File: config.mk
export PLATFORM = sky130hd
export DESIGN_NAME = bffa_cmd_queue
export DESIGN_NICKNAME = d
export VERILOG_FILES = /design/src/rtl/core/bffa_pkg.sv /design/src/rtl/core/bffa_cmd_queue.sv
export SDC_FILE = /design/constraint.sdc
export NUM_CORES = 1
export LEC_CHECK = 0
export BUFFER_PORTS_ARGS = -buffer_cell sky130_fd_sc_hd__buf_2
export CORE_MARGIN = 2
export CORE_UTILIZATION = 50
export CTS_CLUSTER_DIAMETER = 80
export DETAILED_ROUTE_END_ITERATION = 10
export PLACE_DENSITY = 0.85
export SETUP_SLACK_MARGIN = 0.2
export SYNTH_ARGS = -nofsm -noshare
export SYNTH_HDL_FRONTEND = slang
export SYNTH_SLANG_ARGS = --single-unit
export TNS_END_PERCENT = 5
File: constraint.sdc
create_clock -name clock -period 2.1 [get_ports clock]
set_input_delay 0.315 -clock clock [delete_from_list [all_inputs] [get_ports clock]]
set_output_delay 0.315 -clock clock [all_outputs]
set_load 0.05 [all_outputs]
File: src/rtl/core/bffa_pkg.sv
// Shared types and constants of the bitmap first-fit allocator.
`timescale 1ns / 1ps

package bffa_pkg;

   localparam int PAGE_BYTES_DEF  = 4096;
   localparam int CHUNK_BYTES_DEF = 8;

   localparam int FUNC_W   = 1;
   localparam int SIZE_W   = 13;
   localparam int OFFSET_W = 12;
   localparam int STATUS_W = 2;
   localparam int COUNT_W  = 10;

   // wide enough for a chunk index or run length at the largest page
   localparam int ARG_W = 17;

   localparam int QUEUE_DEPTH = 2;

   localparam logic [FUNC_W-1:0] FUNC_ALLOC = 1'b0;
   localparam logic [FUNC_W-1:0] FUNC_FREE  = 1'b1;

   localparam logic [STATUS_W-1:0] ST_OK       = 2'd0;
   localparam logic [STATUS_W-1:0] ST_BAD_SIZE = 2'd1;
   localparam logic [STATUS_W-1:0] ST_NO_SPACE = 2'd2;

   typedef struct packed {
      logic [FUNC_W-1:0]   func;
      logic [SIZE_W-1:0]   size_bytes;
      logic [OFFSET_W-1:0] free_offset;
   } req_type;

   typedef struct packed {
      logic [STATUS_W-1:0] status;
      logic [OFFSET_W-1:0] alloc_offset;
      logic [COUNT_W-1:0]  freed_count;
   } rsp_type;

   typedef enum logic [1:0] {
      CMD_BAD_SIZE,
      CMD_ALLOC,
      CMD_FREE,
      CMD_FREE_NONE
   } cmd_kind_type;

   typedef struct packed {
      cmd_kind_type     kind;
      logic [ARG_W-1:0] arg;
   } cmd_type;

   typedef struct packed {
      logic clearing;
   } back_status_type;

endpackage

File: src/rtl/core/bffa_cmd_queue.sv
// Short command queue between the intake and the map engine.
`timescale 1ns / 1ps

module bffa_cmd_queue (
   input  logic              clock,
   input  logic              reset,
   input  logic              push_valid,
   output logic              push_ready,
   input  bffa_pkg::cmd_type push_data,
   output logic              pop_valid,
   input  logic              pop_ready,
   output bffa_pkg::cmd_type pop_data
);

   localparam int DEPTH = bffa_pkg::QUEUE_DEPTH;
   localparam int PTR_W = (DEPTH > 1) ? $clog2(DEPTH) : 1;
   localparam int CNT_W = $clog2(DEPTH + 1);
   localparam logic [PTR_W-1:0] LAST_PTR = PTR_W'(DEPTH - 1);
   localparam logic [CNT_W-1:0] FULL_CNT = CNT_W'(DEPTH);

   bffa_pkg::cmd_type entry_ff [DEPTH];
   logic [PTR_W-1:0]  wr_ptr_ff, wr_ptr_in;
   logic [PTR_W-1:0]  rd_ptr_ff, rd_ptr_in;
   logic [CNT_W-1:0]  count_ff, count_in;
   logic              do_push;
   logic              do_pop;

   assign push_ready = (count_ff != FULL_CNT);
   assign pop_valid  = (count_ff != '0);
   assign pop_data   = entry_ff[rd_ptr_ff];
   assign do_push    = push_valid && push_ready;
   assign do_pop     = pop_valid && pop_ready;

   always_comb begin
      wr_ptr_in = wr_ptr_ff;
      rd_ptr_in = rd_ptr_ff;
      count_in  = count_ff;
      if (do_push) begin
         wr_ptr_in = (wr_ptr_ff == LAST_PTR) ? '0 : wr_ptr_ff + PTR_W'(1);
      end
      if (do_pop) begin
         rd_ptr_in = (rd_ptr_ff == LAST_PTR) ? '0 : rd_ptr_ff + PTR_W'(1);
      end
      if (do_push && !do_pop) begin
         count_in = count_ff + CNT_W'(1);
      end else if (do_pop && !do_push) begin
         count_in = count_ff - CNT_W'(1);
      end
   end

   always_ff @(posedge clock) begin
      if (reset) begin
         wr_ptr_ff <= '0;
         rd_ptr_ff <= '0;
         count_ff  <= '0;
      end else begin
         wr_ptr_ff <= wr_ptr_in;
         rd_ptr_ff <= rd_ptr_in;
         count_ff  <= count_in;
      end
      if (do_push) begin
         entry_ff[wr_ptr_ff] <= push_data;
      end
   end

endmodule

Yosys cells after proc, flatten, opt, wreduce, memory -nomap -nowiden
Memory sizes are Yosys's and may differ from the RTL's. A register that Yosys moved wholly into a read port is not among the register bits.
Index checks and enable logic that the tools add are counted.
{ "word_totals": {"mem_count": 1, "ramBits": 38, "ff_bits": 4, "wordCells": 25} }
{ "op_classes": {"eq_ne": 1, "add_sub_neg": 4, "mux": 8, "n_reduce_logical": 8} }
{ "memory_table": {"columns": ["memory", "depth", "width", "read_ports", "rd_ports_with_merged_regs", "write_ports", "line", "rtl"], "rows": [
  ["entry_ff", 2, 19, 1, 1, 1, "bffa_cmd_queue.sv:21", "bffa_pkg::cmd_type entry_ff [DEPTH];"]
]} }
{ "op_table": {"columns": ["cell", "n"], "rows": [
  ["$mux 1", 6],
  ["$logic_and 1x1->1", 4],
  ["$mux 2", 2],
  ["$reduce_bool 2->1", 2],
  ["$add 1x1->1 const B", 2],
  ["$add 2x1->2 const B", 1],
  ["$logic_not 1->1", 2],
  ["$ne 2x2->1 const B", 1],
  ["$sub 2x1->2 const B", 1]
]} }

Longest topological paths before layout
{ "depth": {"ltp_word": 6, "depth_mapped": 6, "ltp_nobuf": 6} }

Worst setup path after synthesis
Ideal clock, no wire load.
{ "synth_path": {"path_kind": "register to register", "start": "register count_ff[0]", "end": "register count_ff[1]", "arrival_ps": 1835, "path_buffers": 0, "setup_time_ps": 70, "t_required_ps": 2030, "path_stages_with_launch": 6, "slack_ps": 195, "path_cell_list": "dfxtp_1 -> nand2b_1 -> and2_1 -> ha_1 -> or3_1 -> a21oi_1"} }
{ "synth_between": {"elab_chain_len": 5, "elab_cells_between_ends": 13, "classes_between": "2 x add/sub; 1 x eq/ne; 2 x mux; 8 x reduce/logical"} }
{ "synth_lines": {"columns": ["item", "line", "rtl"], "rows": [
  ["start, declared", "bffa_cmd_queue.sv:24", "logic [CNT_W-1:0] count_ff, count_in;"],
  ["start signal, assigned", "bffa_cmd_queue.sv:59", "count_ff <= count_in;"],
  ["$ne 2x2->1 *", "bffa_cmd_queue.sv:28", "assign push_ready = (count_ff != FULL_CNT);"],
  ["net push_ready", "bffa_cmd_queue.sv:8", "output logic push_ready,"],
  ["$logic_and 1x1->1 *", "bffa_cmd_queue.sv:31", "assign do_push = push_valid && push_ready;"],
  ["net do_push", "bffa_cmd_queue.sv:25", "logic do_push;"],
  ["$logic_not 1->1", "bffa_cmd_queue.sv:46", "end else if (do_pop && !do_push) begin"],
  ["$logic_and 1x1->1", "bffa_cmd_queue.sv:46", null],
  ["$reduce_bool 2->1 (no source line)", null, null]
]} }
Mark *: on every way through the listed nets, which the timed path passes. The rest lies on a longest branch. The select of a mux whose other input is x is not followed.
A chain may end at the register's enable or synchronous reset.

==> flow_summary.toml <==
[outcome]
outcome = "finished clean"

[worst_setup_path]
crit_type = "flop to output pin"
critPathSlowestCell = "dfxtp_1"
crit_path_max_fanout = 11
slowest_delay_ns = 0.35
critPathRequiredTime_ns = 1.78
critical_path_buf_inv_count = 2
cp_data_arrival_time_ns = 1.45
end_kind = "output pin"
critical_path.cell_chain = "buf_4 > mux2_2 > buf_2"
critPathTopFamily = "buffers and inverters"
worst_setup_path_start_kind = "flop"

[clock_network]
numCtsBuffers = 5
ctsHoldBuffers = 0
cts_tree = "built"
clk_pin_slew_ns = 0.11
h-tree-depth = 2
cts_resized = 0
post_cts_buffers = 0
clk_latency_ns = 0.34
cts_buffer_depth = 2
clock-sinks = 43
root_buffer = "clkbuf_4"

[logic_synthesis]
synth_area_um2 = 1590
yosys_warnings = 0
synth_area_per_cell_um2 = 19.16
synth_cell_types = 18
synthCells = 83
synth_fp_nets = 107
ys_top_cells_by_area = "edfxtp_1 72%, mux2_2 13%, dfxtp_1 6.3%, xor2_1 1.7%, ha_1 0.79%"
ys_seq_area_frac = 0.7805
netlist.top_cell.by_area = "edfxtp_1"
yosysTopAreaCellShare = 0.7175
ys_ff_latch = 43

[global_route]
grt_pass1_wl_um = 3795
grt_overflow = 0
grt_use_total = 0.1528
antenna_found_initial = 0
grt_pass1_vias = 901
grt_max_degree = 13

[finish]
multi_input_area_um2 = 335.3
regArea_um2 = 1241
final_cell_mix = "43 x buf_2, 38 x edfxtp_1, 19 x mux2_2"
area_delta_synth_final_pct = 21.79
layout.filler_cells = 215
final_common_cell = "buf_2"
antenna_cells = 0
fin_nets = 160
layout-drive-gt1-share = 0.5474

[power_and_ir_drop]
vdd.ir_drop.worst_mv = 0.6850
p_switching_w = 0.001008
p_int_w = 0.001523
swShare = 0.3982
clkPwrFrac = 0.146
power_frac_comb = 0.411
power_w = 0.002531
power_frac_seq = 0.443
powerDensity_nw_per_um2 = 1307
p_leak_nw = 0.7482

[routing]
detail_route.vias_per_cell = 4.923
wl_um = 2532
drc = 0
avgRoutedWirePerCell_um = 13.99
ant_nets = 0
first_iter_violations = 33
first_pass_iters = 4
route.vias.total = 891

[timing]
tightestPinTransition_ns = 0.3682
fin_crit_ns = 1.761
hold_violations = 0
drv_slew = 0
maxSlewHeadroom = 0.7543
finalSetupViolCount = 0
rsz0062_at_grt = "false"
finalCritPeriodShare = 0.8386
fmax_mhz = 567.8
final.setup.tns_ns = 0
fin_skew_ns = 0.006277

[floorplanning]
ios = 44
die-area_um2 = 3648
die_y_um = 60.40
num_rows = 20
fp.dieW_um = 60.40
core_um2 = 3028
start_util = 0.5252

[job]
cap_viol_max_count = 0

[worst_hold_path]
min_path_type = "input pin to flop"

[placed_design]
place_congestion = 0.7199
io_buffers = 43
dp_hpwl_um = 1822
[metal layers]
metal  up-vias  GRT usage  routed length, um
li1        424          -                  -
met1       427     0.1599               1028
met2        35     0.2578               1307
met3         5    0.05117                156
met4         0     0.1079                 40
met5         -          0                  0
[logic make-up after synthesis]
family | Yosys count | share of synthesized area
DFF | 43 | 0.7805
muxes | 19 | 0.1345
and+or+nand+nor | 9 | 0.03149
AOI/OAI and AO/OA | 5 | 0.01888
xor gates and xnor gates | 3 | 0.01653
buffers and inverters | 3 | 0.01022
adders and majority gates | 1 | 0.007867
[final cells by class]
type | count | area share
clock buffers | 8 | 0.02519
inverters | 1 | 0.001938
multi-input cells | 37 | 0.1731
flip-flops and latches | 43 | 0.6408
well taps | 44 | 0.02842
repair buffers | 48 | 0.1305
[flip-flops by register name (all words and copies together) (netlist names), named ones only]
register and cells:
wr_ptr_ff 1, count_ff 2, entry_ff 38, rd_ptr_ff 1
[Yosys cell counts]
cell	number
edfxtp_1	38
and3_1	1
nand2b_1	1
o21ai_0	2
buf_2	1
a21bo_2	1
inv_1	1
dfxtp_1	5
buf_4	1
mux2_2	19
or2_2	1
ha_1	1
and2_1	1
nand3b_1	1
nor2_1	3
a21oi_1	2
or3_1	1
xor2_1	3
[worst paths after layout]
| path | endpoint | start | slack [ns] | depth (start not counted) |
|---|---|---|---|---|
| min | entry_ff[1][11]$_DFFE_PP_ | push_data[11] | 0.16 | 1 |
| max | pop_data[14] | flop | 0.34 | 3 |
| min reg2reg | rd_ptr_ff$_SDFFE_PP0P_ | rd_ptr_ff$_SDFFE_PP0P_ | 0.52 | 2 |
| max reg2reg | count_ff[1]$_SDFFE_PP0P_ | count_ff[0]$_SDFFE_PP0P_ | 0.43 | 5 |
[through the flow]
| stage | hold WS (ns) | instances | worst slack, ns | cell area, um^2 | utilization |
|---|---|---|---|---|---|
| 2_1_floorplan | 0.3841 | 83 | 0.3579 | 1593 | - |
| 4_1_cts | 0.1433 | 181 | 0.3192 | 1937 | 0.6397 |
| 5_1_grt | 0.1292 | 181 | 0.2599 | 1937 | 0.6397 |
| 3_5_place_dp | 0.4986 | 173 | 0.4643 | 1888 | 0.6236 |
| 3_3_place_gp | 0.4908 | 173 | 0.5558 | 1888 | 0.6236 |
| 6_report | 0.1573 | 181 | 0.3389 | 1937 | 0.6397 |
[power by group through the flow]
stage	clock [W]	combinational, W	sequential, W
final	0.000369	0.00104	0.00112
after global routing	0.000411	0.00110	0.00114
after detailed placement	0	0.00105	0.00114
after floorplan	0	0.000832	0.00112
after global placement	0	0.00103	0.00113
after CTS	0.000379	0.00105	0.00112
Power figures use the tool's default switching activity.
