$ cat src/rtl/core/bffa_pkg.sv
// Shared types and constants of the bitmap first-fit allocator.
`timescale 1ns / 1ps

package bffa_pkg;

   localparam int PAGE_BYTES_DEF  = 4096;
   localparam int CHUNK_BYTES_DEF = 8;

   localparam int FUNC_W   = 1;
   localparam int SIZE_W   = 13;
   localparam int OFFSET_W = 12;
   localparam int STATUS_W = 2;
   localparam int COUNT_W  = 10;

   // wide enough for a chunk index or run length at the largest page
   localparam int ARG_W = 17;

   localparam int QUEUE_DEPTH = 2;

   localparam logic [FUNC_W-1:0] FUNC_ALLOC = 1'b0;
   localparam logic [FUNC_W-1:0] FUNC_FREE  = 1'b1;

   localparam logic [STATUS_W-1:0] ST_OK       = 2'd0;
   localparam logic [STATUS_W-1:0] ST_BAD_SIZE = 2'd1;
   localparam logic [STATUS_W-1:0] ST_NO_SPACE = 2'd2;

   typedef struct packed {
      logic [FUNC_W-1:0]   func;
      logic [SIZE_W-1:0]   size_bytes;
      logic [OFFSET_W-1:0] free_offset;
   } req_type;

   typedef struct packed {
      logic [STATUS_W-1:0] status;
      logic [OFFSET_W-1:0] alloc_offset;
      logic [COUNT_W-1:0]  freed_count;
   } rsp_type;

   typedef enum logic [1:0] {
      CMD_BAD_SIZE,
      CMD_ALLOC,
      CMD_FREE,
      CMD_FREE_NONE
   } cmd_kind_type;

   typedef struct packed {
      cmd_kind_type     kind;
      logic [ARG_W-1:0] arg;
   } cmd_type;

   typedef struct packed {
      logic clearing;
   } back_status_type;

endpackage

$ cat src/rtl/core/bffa_front.sv
// Request intake: divides by the chunk size and classifies each request into a command.
`timescale 1ns / 1ps

module bffa_front #(
   parameter int PAGE_BYTES  = bffa_pkg::PAGE_BYTES_DEF,
   parameter int CHUNK_BYTES = bffa_pkg::CHUNK_BYTES_DEF
) (
   input  logic                     clock,
   input  logic                     reset,
   input  logic                     req_valid,
   output logic                     req_ready,
   input  bffa_pkg::req_type        req_data,
   input  bffa_pkg::back_status_type back_status,
   output logic                     cmd_valid,
   input  logic                     cmd_ready,
   output bffa_pkg::cmd_type        cmd_data
);

   localparam int DW      = bffa_pkg::SIZE_W;
   localparam int LOG_DIV = $clog2(CHUNK_BYTES);
   localparam int SHIFT   = DW + LOG_DIV;
   localparam int MUL_W   = DW + 2;
   localparam int PROD_W  = DW + MUL_W;
   localparam longint RECIP_INT =
      ((longint'(1) << SHIFT) + longint'(CHUNK_BYTES) - longint'(1)) / longint'(CHUNK_BYTES);
   localparam logic [MUL_W-1:0] RECIP   = MUL_W'(RECIP_INT);
   localparam logic [DW-1:0]    DIVISOR = DW'(CHUNK_BYTES);

   typedef enum logic [1:0] {
      F_IDLE,
      F_DIV,
      F_REM,
      F_PUSH
   } state_type;

   state_type          state_ff, state_in;
   bffa_pkg::req_type  req_ff, req_in;
   logic [DW-1:0]      dvd_ff, dvd_in;
   logic [DW-1:0]      rem_ff, rem_in;
   logic [DW-1:0]      num;
   logic [PROD_W-1:0]  quo_prod;
   logic [PROD_W-1:0]  quo_shift;
   logic [2*DW-1:0]    back_prod;
   logic               size_bad;
   logic               offset_out;

   assign req_ready = (state_ff == F_IDLE) && !back_status.clearing;
   assign cmd_valid = (state_ff == F_PUSH);

   assign num       = (req_ff.func == bffa_pkg::FUNC_FREE) ?
                      DW'(req_ff.free_offset) : req_ff.size_bytes;
   assign quo_prod  = PROD_W'(dvd_ff) * PROD_W'(RECIP);
   assign quo_shift = quo_prod >> SHIFT;
   assign back_prod = (2 * DW)'(dvd_ff) * (2 * DW)'(DIVISOR);

   assign size_bad = (req_ff.size_bytes == '0) || (rem_ff != '0) ||
                     (32'(req_ff.size_bytes) > 32'(PAGE_BYTES));
   assign offset_out = 32'(req_ff.free_offset) >= 32'(PAGE_BYTES);

   always_comb begin
      cmd_data.arg = bffa_pkg::ARG_W'(dvd_ff);
      if (req_ff.func == bffa_pkg::FUNC_FREE) begin
         cmd_data.kind = offset_out ? bffa_pkg::CMD_FREE_NONE : bffa_pkg::CMD_FREE;
      end else begin
         cmd_data.kind = size_bad ? bffa_pkg::CMD_BAD_SIZE : bffa_pkg::CMD_ALLOC;
      end
   end

   always_comb begin
      state_in = state_ff;
      req_in   = req_ff;
      dvd_in   = dvd_ff;
      rem_in   = rem_ff;
      case (state_ff)
         F_IDLE: begin
            if (req_valid && req_ready) begin
               req_in  = req_data;
               dvd_in  = (req_data.func == bffa_pkg::FUNC_FREE) ?
                         DW'(req_data.free_offset) : req_data.size_bytes;
               rem_in  = '0;
               state_in = F_DIV;
            end
         end
         F_DIV: begin
            dvd_in   = quo_shift[DW-1:0];
            state_in = F_REM;
         end
         F_REM: begin
            rem_in   = num - back_prod[DW-1:0];
            state_in = F_PUSH;
         end
         F_PUSH: begin
            if (cmd_ready) begin
               state_in = F_IDLE;
            end
         end
         default: begin
            state_in = F_IDLE;
         end
      endcase
   end

   always_ff @(posedge clock) begin
      if (reset) begin
         state_ff <= F_IDLE;
      end else begin
         state_ff <= state_in;
      end
      req_ff  <= req_in;
      dvd_ff  <= dvd_in;
      rem_ff  <= rem_in;
   end

endmodule

$ cat config.mk
export PLATFORM = sky130hd
export DESIGN_NAME = bffa_front
export DESIGN_NICKNAME = d
export VERILOG_FILES = /design/src/rtl/core/bffa_pkg.sv /design/src/rtl/core/bffa_front.sv
export SDC_FILE = /design/constraint.sdc
export NUM_CORES = 1
export LEC_CHECK = 0
export ABC_AREA = 1
export BUFFER_PORTS_ARGS = -buffer_cell sky130_fd_sc_hd__buf_2
export CAP_MARGIN = 20
export CORE_MARGIN = 2
export CORE_UTILIZATION = 60
export CTS_BUF_LIST = sky130_fd_sc_hd__clkbuf_4 sky130_fd_sc_hd__clkbuf_8
export DETAILED_ROUTE_END_ITERATION = 8
export HOLD_SLACK_MARGIN = 0.1
export PLACE_DENSITY_LB_ADDON = 0.08
export SYNTH_ARGS = -nofsm -noshare
export SYNTH_HDL_FRONTEND = slang
export SYNTH_SLANG_ARGS = --single-unit
export TNS_END_PERCENT = 1
$ cat constraint.sdc
create_clock -name clock -period 4.4 [get_ports clock]
set_clock_uncertainty 0.2 [all_clocks]
set_input_delay 0.44 -clock clock [delete_from_list [all_inputs] [get_ports clock]]
set_output_delay 0.44 -clock clock [all_outputs]
set_load 0.005 [all_outputs]
Word level (Yosys, flattened, before mapping)
Index checks and enable logic that the tools add are counted.
{"block": "op_classes", "n_addsub": 1, "n_lt_le_gt_ge": 1, "eq_ne": 5, "reduce_logical": 14, "mux": 11}
{"cell": "2-to-1 mux 13 bit", "n": 4}
{"cell": "case mux 13 bit (2 select lines)", "n": 2}
{"cell": "> comparator 13 bit, second input constant", "n": 1}
{"cell": "zero test 13 bit", "n": 1}
{"cell": "nonzero test 13 bit", "n": 1}
{"cell": "subtractor 13 bit", "n": 1}
{"cell": "case mux 2 bit (4 select lines)", "n": 1}
{"cell": "AND reduction 2 bit", "n": 4}
{"cell": "2-to-1 mux 2 bit", "n": 3}
{"cell": "== test 2 bit, second input constant", "n": 2}
{"cell": "!= test 2 x 1 -> 1 bit, second input constant", "n": 2}
{"cell": "nonzero test 2 bit", "n": 2}
{"cell": "== test 2 x 1 -> 1 bit, second input constant", "n": 1}
{"cell": "logical AND 1 bit", "n": 2}
{"cell": "zero test 2 bit", "n": 1}
{"cell": "logical OR 1 bit", "n": 2}
{"cell": "zero test 1 bit", "n": 1}
{"cell": "2-to-1 mux 1 bit", "n": 1}
{"block": "totals", "inputBits": 31, "output_inout_bits": 21, "reg_bits": 54, "wordCells": 38}

Depth between registers and ports, before layout
{"block": "depth", "depth_word": 5, "depth_mapped": 14, "ltp_nobuf": 12}

Worst setup path before layout
No wires, ideal clock.
{"block": "synth_path", "kind": "register to register", "startpoint": "register state_ff[1]", "endpoint": "register dvd_ff[0], enable pin", "n_path_buf": 1, "synth_period_minus_slack_ns": 2.401, "arrival_ns": 1.800, "setup_time_ns": 0.401, "t_required_ns": 3.799, "slack_ns": 1.999, "path_stages_with_launch": 6, "path_cell_list": "dfxtp_1 -> inv_1 -> ha_1 -> buf_2 -> inv_1 -> o21ai_0"}
{"block": "synth_via", "elab_chain_cells": 5, "word_cells_on_any_way": 7, "cone_classes": "2 x eq/ne; 5 x reduce/logical"}
{"item": "from (decl)", "line_no": "bffa_front.sv:36", "text": "state_type state_ff, state_in;"}
{"item": "from (signal assigned)", "line_no": "bffa_front.sv:107", "text": "state_ff <= state_in;"}
{"item": "zero test 2 bit", "line_no": "bffa_front.sv:47, bffa_front.sv:74"}
{"item": "logical AND 1 bit", "line_no": "bffa_front.sv:47", "text": "assign req_ready = (state_ff == F_IDLE) && !back_status.clearing;"}
{"item": "logical AND 1 bit", "line_no": "bffa_front.sv:76", "text": "if (req_valid && req_ready) begin"}
{"item": "!= test 2 x 1 -> 1 bit (no source line)"}
{"item": "AND reduction 2 bit (no source line) (*)"}
{"item": "to (signal assigned)", "line_no": "bffa_front.sv:110", "text": "dvd_ff <= dvd_in;"}
{"item": "to (decl)", "line_no": "bffa_front.sv:38", "text": "logic [DW-1:0] dvd_ff, dvd_in;"}
Mark *: on every way between the ends. The rest lies on a longest branch, timed or not.
A chain may end at the register's enable or synchronous reset.

Final worst setup path
{"block": "layout_path", "startpoint": "register req_ff[25] in the netlist's numbering", "endpoint": "register rem_ff[9] (data pin)"}
{"block": "layout_via", "elab_chain_cells": 3}
{"item": "from (decl)", "line_no": "bffa_front.sv:37", "text": "bffa_pkg::req_type req_ff, req_in;"}
{"item": "from (signal assigned)", "line_no": "bffa_front.sv:109", "text": "req_ff <= req_in;"}
{"item": "2-to-1 mux 13 bit", "line_no": "bffa_front.sv:50", "text": "assign num = (req_ff.func == bffa_pkg::FUNC_FREE) ?"}
{"item": "subtractor 13 bit", "line_no": "bffa_front.sv:89", "text": "rem_in = num - back_prod[DW-1:0];"}
{"item": "case mux 13 bit (2 select lines)", "line_no": "bffa_front.sv:74", "text": "case (state_ff)"}
{"item": "to (signal assigned)", "line_no": "bffa_front.sv:111", "text": "rem_ff <= rem_in;"}
{"item": "to (decl)", "line_no": "bffa_front.sv:39", "text": "logic [DW-1:0] rem_ff, rem_in;"}
No other way between the ends.

==> results.cfg <==
[critical_path]
crit_path_cell_trace = mux2i_1 -> ha_1 -> inv_1 -> fa_1 -> nand3_1 -> nand2_2 -> a21oi_2 -> nand2_1 -> nand2_1 -> nor2_1
cp_num_buf_inv = 1
cp.depth = 10
crit_fanout = 22
cp.required_ps = 4270
reg2reg_to = rem_ff[9]
r2r_cells = 10
max_stage_delay_ps = 750
ff2ff_setup_slack_ps = 1780
worstSetupStartpointType = flop
criticalPathCategory = flop to flop
crit_family = flip-flops
end_kind = flop
slowest_stage = edfxtp_1
cp_common_cell = nand2_1
rr_startpoint = req_ff[25]
cp.arrival_ps = 2490

[clock_tree]
insertion_delay_ps = 300
post-cts-setup-buffers = 0
cts-resized-gates = 0
cts_root_buf = clkbuf_8
htreeDepth = 2
path_clk_slew_ps = 90
cts_buffer_depth = 2
ctsHoldBuffers = 0
cts_tree = built
numCtsBuffers = 5
clkSinkCount = 54

[min_path]
worstHoldEndpoint = state_ff[1]
min_from = reset
hold_path_class = input pin to flop
whs_path_depth = 2

[grt]
grtUsageMet3_pct = 4.01
met1_usage_pct = 29.6
gr-usage-all-layers_pct = 23.7
use_met2_pct = 42.0
antenna_found_initial = 0
grt_max_degree = 27
grt_pass1_vias = 2081
grt_pass1_wl_um = 9430
grt_busiest_layer = met2
overflow = 0

[cells_and_area]
syn_to_final_growth_pct = 13.0
num_antenna_cells = 0
fillers = 345
multi_input_area_um2 = 1010
fin_area_um2 = 3190
nets = 386
regArea_um2 = 1600
drive_above_1_share_pct = 19.4

[yosys]
yosysUniqueCellTypes = 27
synth.avg_cell_area_um2 = 9.63
synthArstFlopShare_pct = 0
synthMostInstantiatedCell = nand2_1
synth_edf_count = 52
synth-seq-area-share_pct = 56.8
synth_top_area_cell = edfxtp_1
netlist_area_um2 = 2820
synth.area.top_cells = edfxtp_1 (55%), nand2_1 (7.3%), ha_1 (6.2%), nor2_1 (5.6%), inv_1 (5.2%)
synth_top_area_share_pct = 55.3
synth_flop_cell = edfxtp_1
yosysWarnings = 0
synth-seq-cells = 54
synth_cells = 293
synth_common_cells = nand2_1 (55), edfxtp_1 (52), nor2_1 (42)

[detailed_routing]
antenna_left = 0
firstDrtPassIters = 5
vias = 2094
detail_route.wirelength_um = 5720
via_per_inst = 5.33
drc = 0
drt_iter0_markers = 131
wl_per_cell_um = 14.5

[placed_design]
hpwl_um = 4480
placed_area_um2 = 3080
io_buffers = 47
gp_congestion = 0.909

[sta]
fin_worst_hold_slack_ps = 119
final.setup.tns_ps = 0
hold_viol = 0
setup_viol = 0
relSlewSlack_pct = 34.1
slew_violations = 0
fmax_ghz = 0.381
finalCriticalPeriod_ps = 2620
period_share_pct = 59.6
rsz0062_at_grt = no
tightest_slew_ps = 988

[die]
die_w_um = 72.6
die_y_um = 72.6
start_util_pct = 63.5
io_pins = 52
coreArea_um2 = 4440
dieArea_um2 = 5270
std_cell_rows = 24

[job]
max_cap_viol_count = 0

[pwr]
ir_drop_mv = 0.330
power_per_cell_area_nw_per_um2 = 559
p_leak_nw = 1.45

[status]
status = completed
-- per-layer routing --
layer  share of wire, %  wire [µm]
met5                  0          0
met4                1.3         72
met3                5.6        321
met2                 52       2990
met1                 41       2330
-- power by group --
part / switching (W) / internal [W]
clock: 0.000156 / 0.000183
sequential: 0.0000585 / 0.000732
combinational: 0.000421 / 0.000233
total: 0.000635 / 0.00115
-- layout by cell type (no fill, tap or decap) --
cell and n:
a21oi_1 24, nand3b_1 1, buf_2 47, nand3_1 10
a22oi_1 6, dfxtp_1 2, o21bai_1 1, nand4_1 3
o21ai_1 1, inv_2 1, a211oi_2 1, nand2_2 2
nor2_2 2, nor3_1 2, bufinv_16 1, o21ai_0 16
edfxtp_1 52, a21o_1 1, mux2i_1 1, buf_4 2
nand2_1 55, conb_1 4, a21oi_2 1, nand3_2 1
a21oi_4 1, clkbuf_4 2, ha_1 14, nor2_1 42
inv_1 39, fa_1 1, clkbuf_8 5
-- cell families after synthesis --
logic type                 Yosys count  share of synthesized area, %
DFF                                 54                          56.8
other                                1                         0.133
muxes                                1                         0.355
and+or+nand+nor                    118                          17.2
adders and majority gates           15                          6.92
buffers and inverters               52                          7.89
AOI/OAI and AO/OA                   52                          10.7
-- through the flow --
step / setup slack (ps) / power, W / utilization [%] / std cells
after global routing: 1580 / 0.00191 / 71.8 / 393
after detailed placement: 1770 / 0.00146 / 69.2 / 385
after floorplan: 2000 / 0.00126 / - / 296
final: 1780 / 0.00178 / 71.8 / 393
after CTS: 1760 / 0.00179 / 71.8 / 393
after global placement: 1880 / 0.00143 / 69.2 / 385
-- final cells by class --
type | instances | share of cell area [%]
multi-input combinational | 190 | 31.6
timing repair buffer | 49 | 7.85
clock buffer | 7 | 2.63
tap | 52 | 2.04
clock inverter | 1 | 0.942
sequential | 54 | 50.2
inverter | 40 | 4.71
-- how the worst max path moves through the flow --
stage                      from  slack [ps]        end
floorplan           state_ff[1]        2000  dvd_ff[0]
global route        state_ff[1]        1580  dvd_ff[7]
global placement     req_ff[25]        1880  rem_ff[9]
finish               req_ff[25]        1780  rem_ff[9]
detailed placement   req_ff[25]        1770  rem_ff[9]
CTS                  req_ff[25]        1760  rem_ff[9]
-- sequential cells by signal, indices dropped and copies added (netlist names) --
register	flops
state_ff	2
req_ff	26
dvd_ff	13
rem_ff	13
Power figures use the tool's default switching activity.
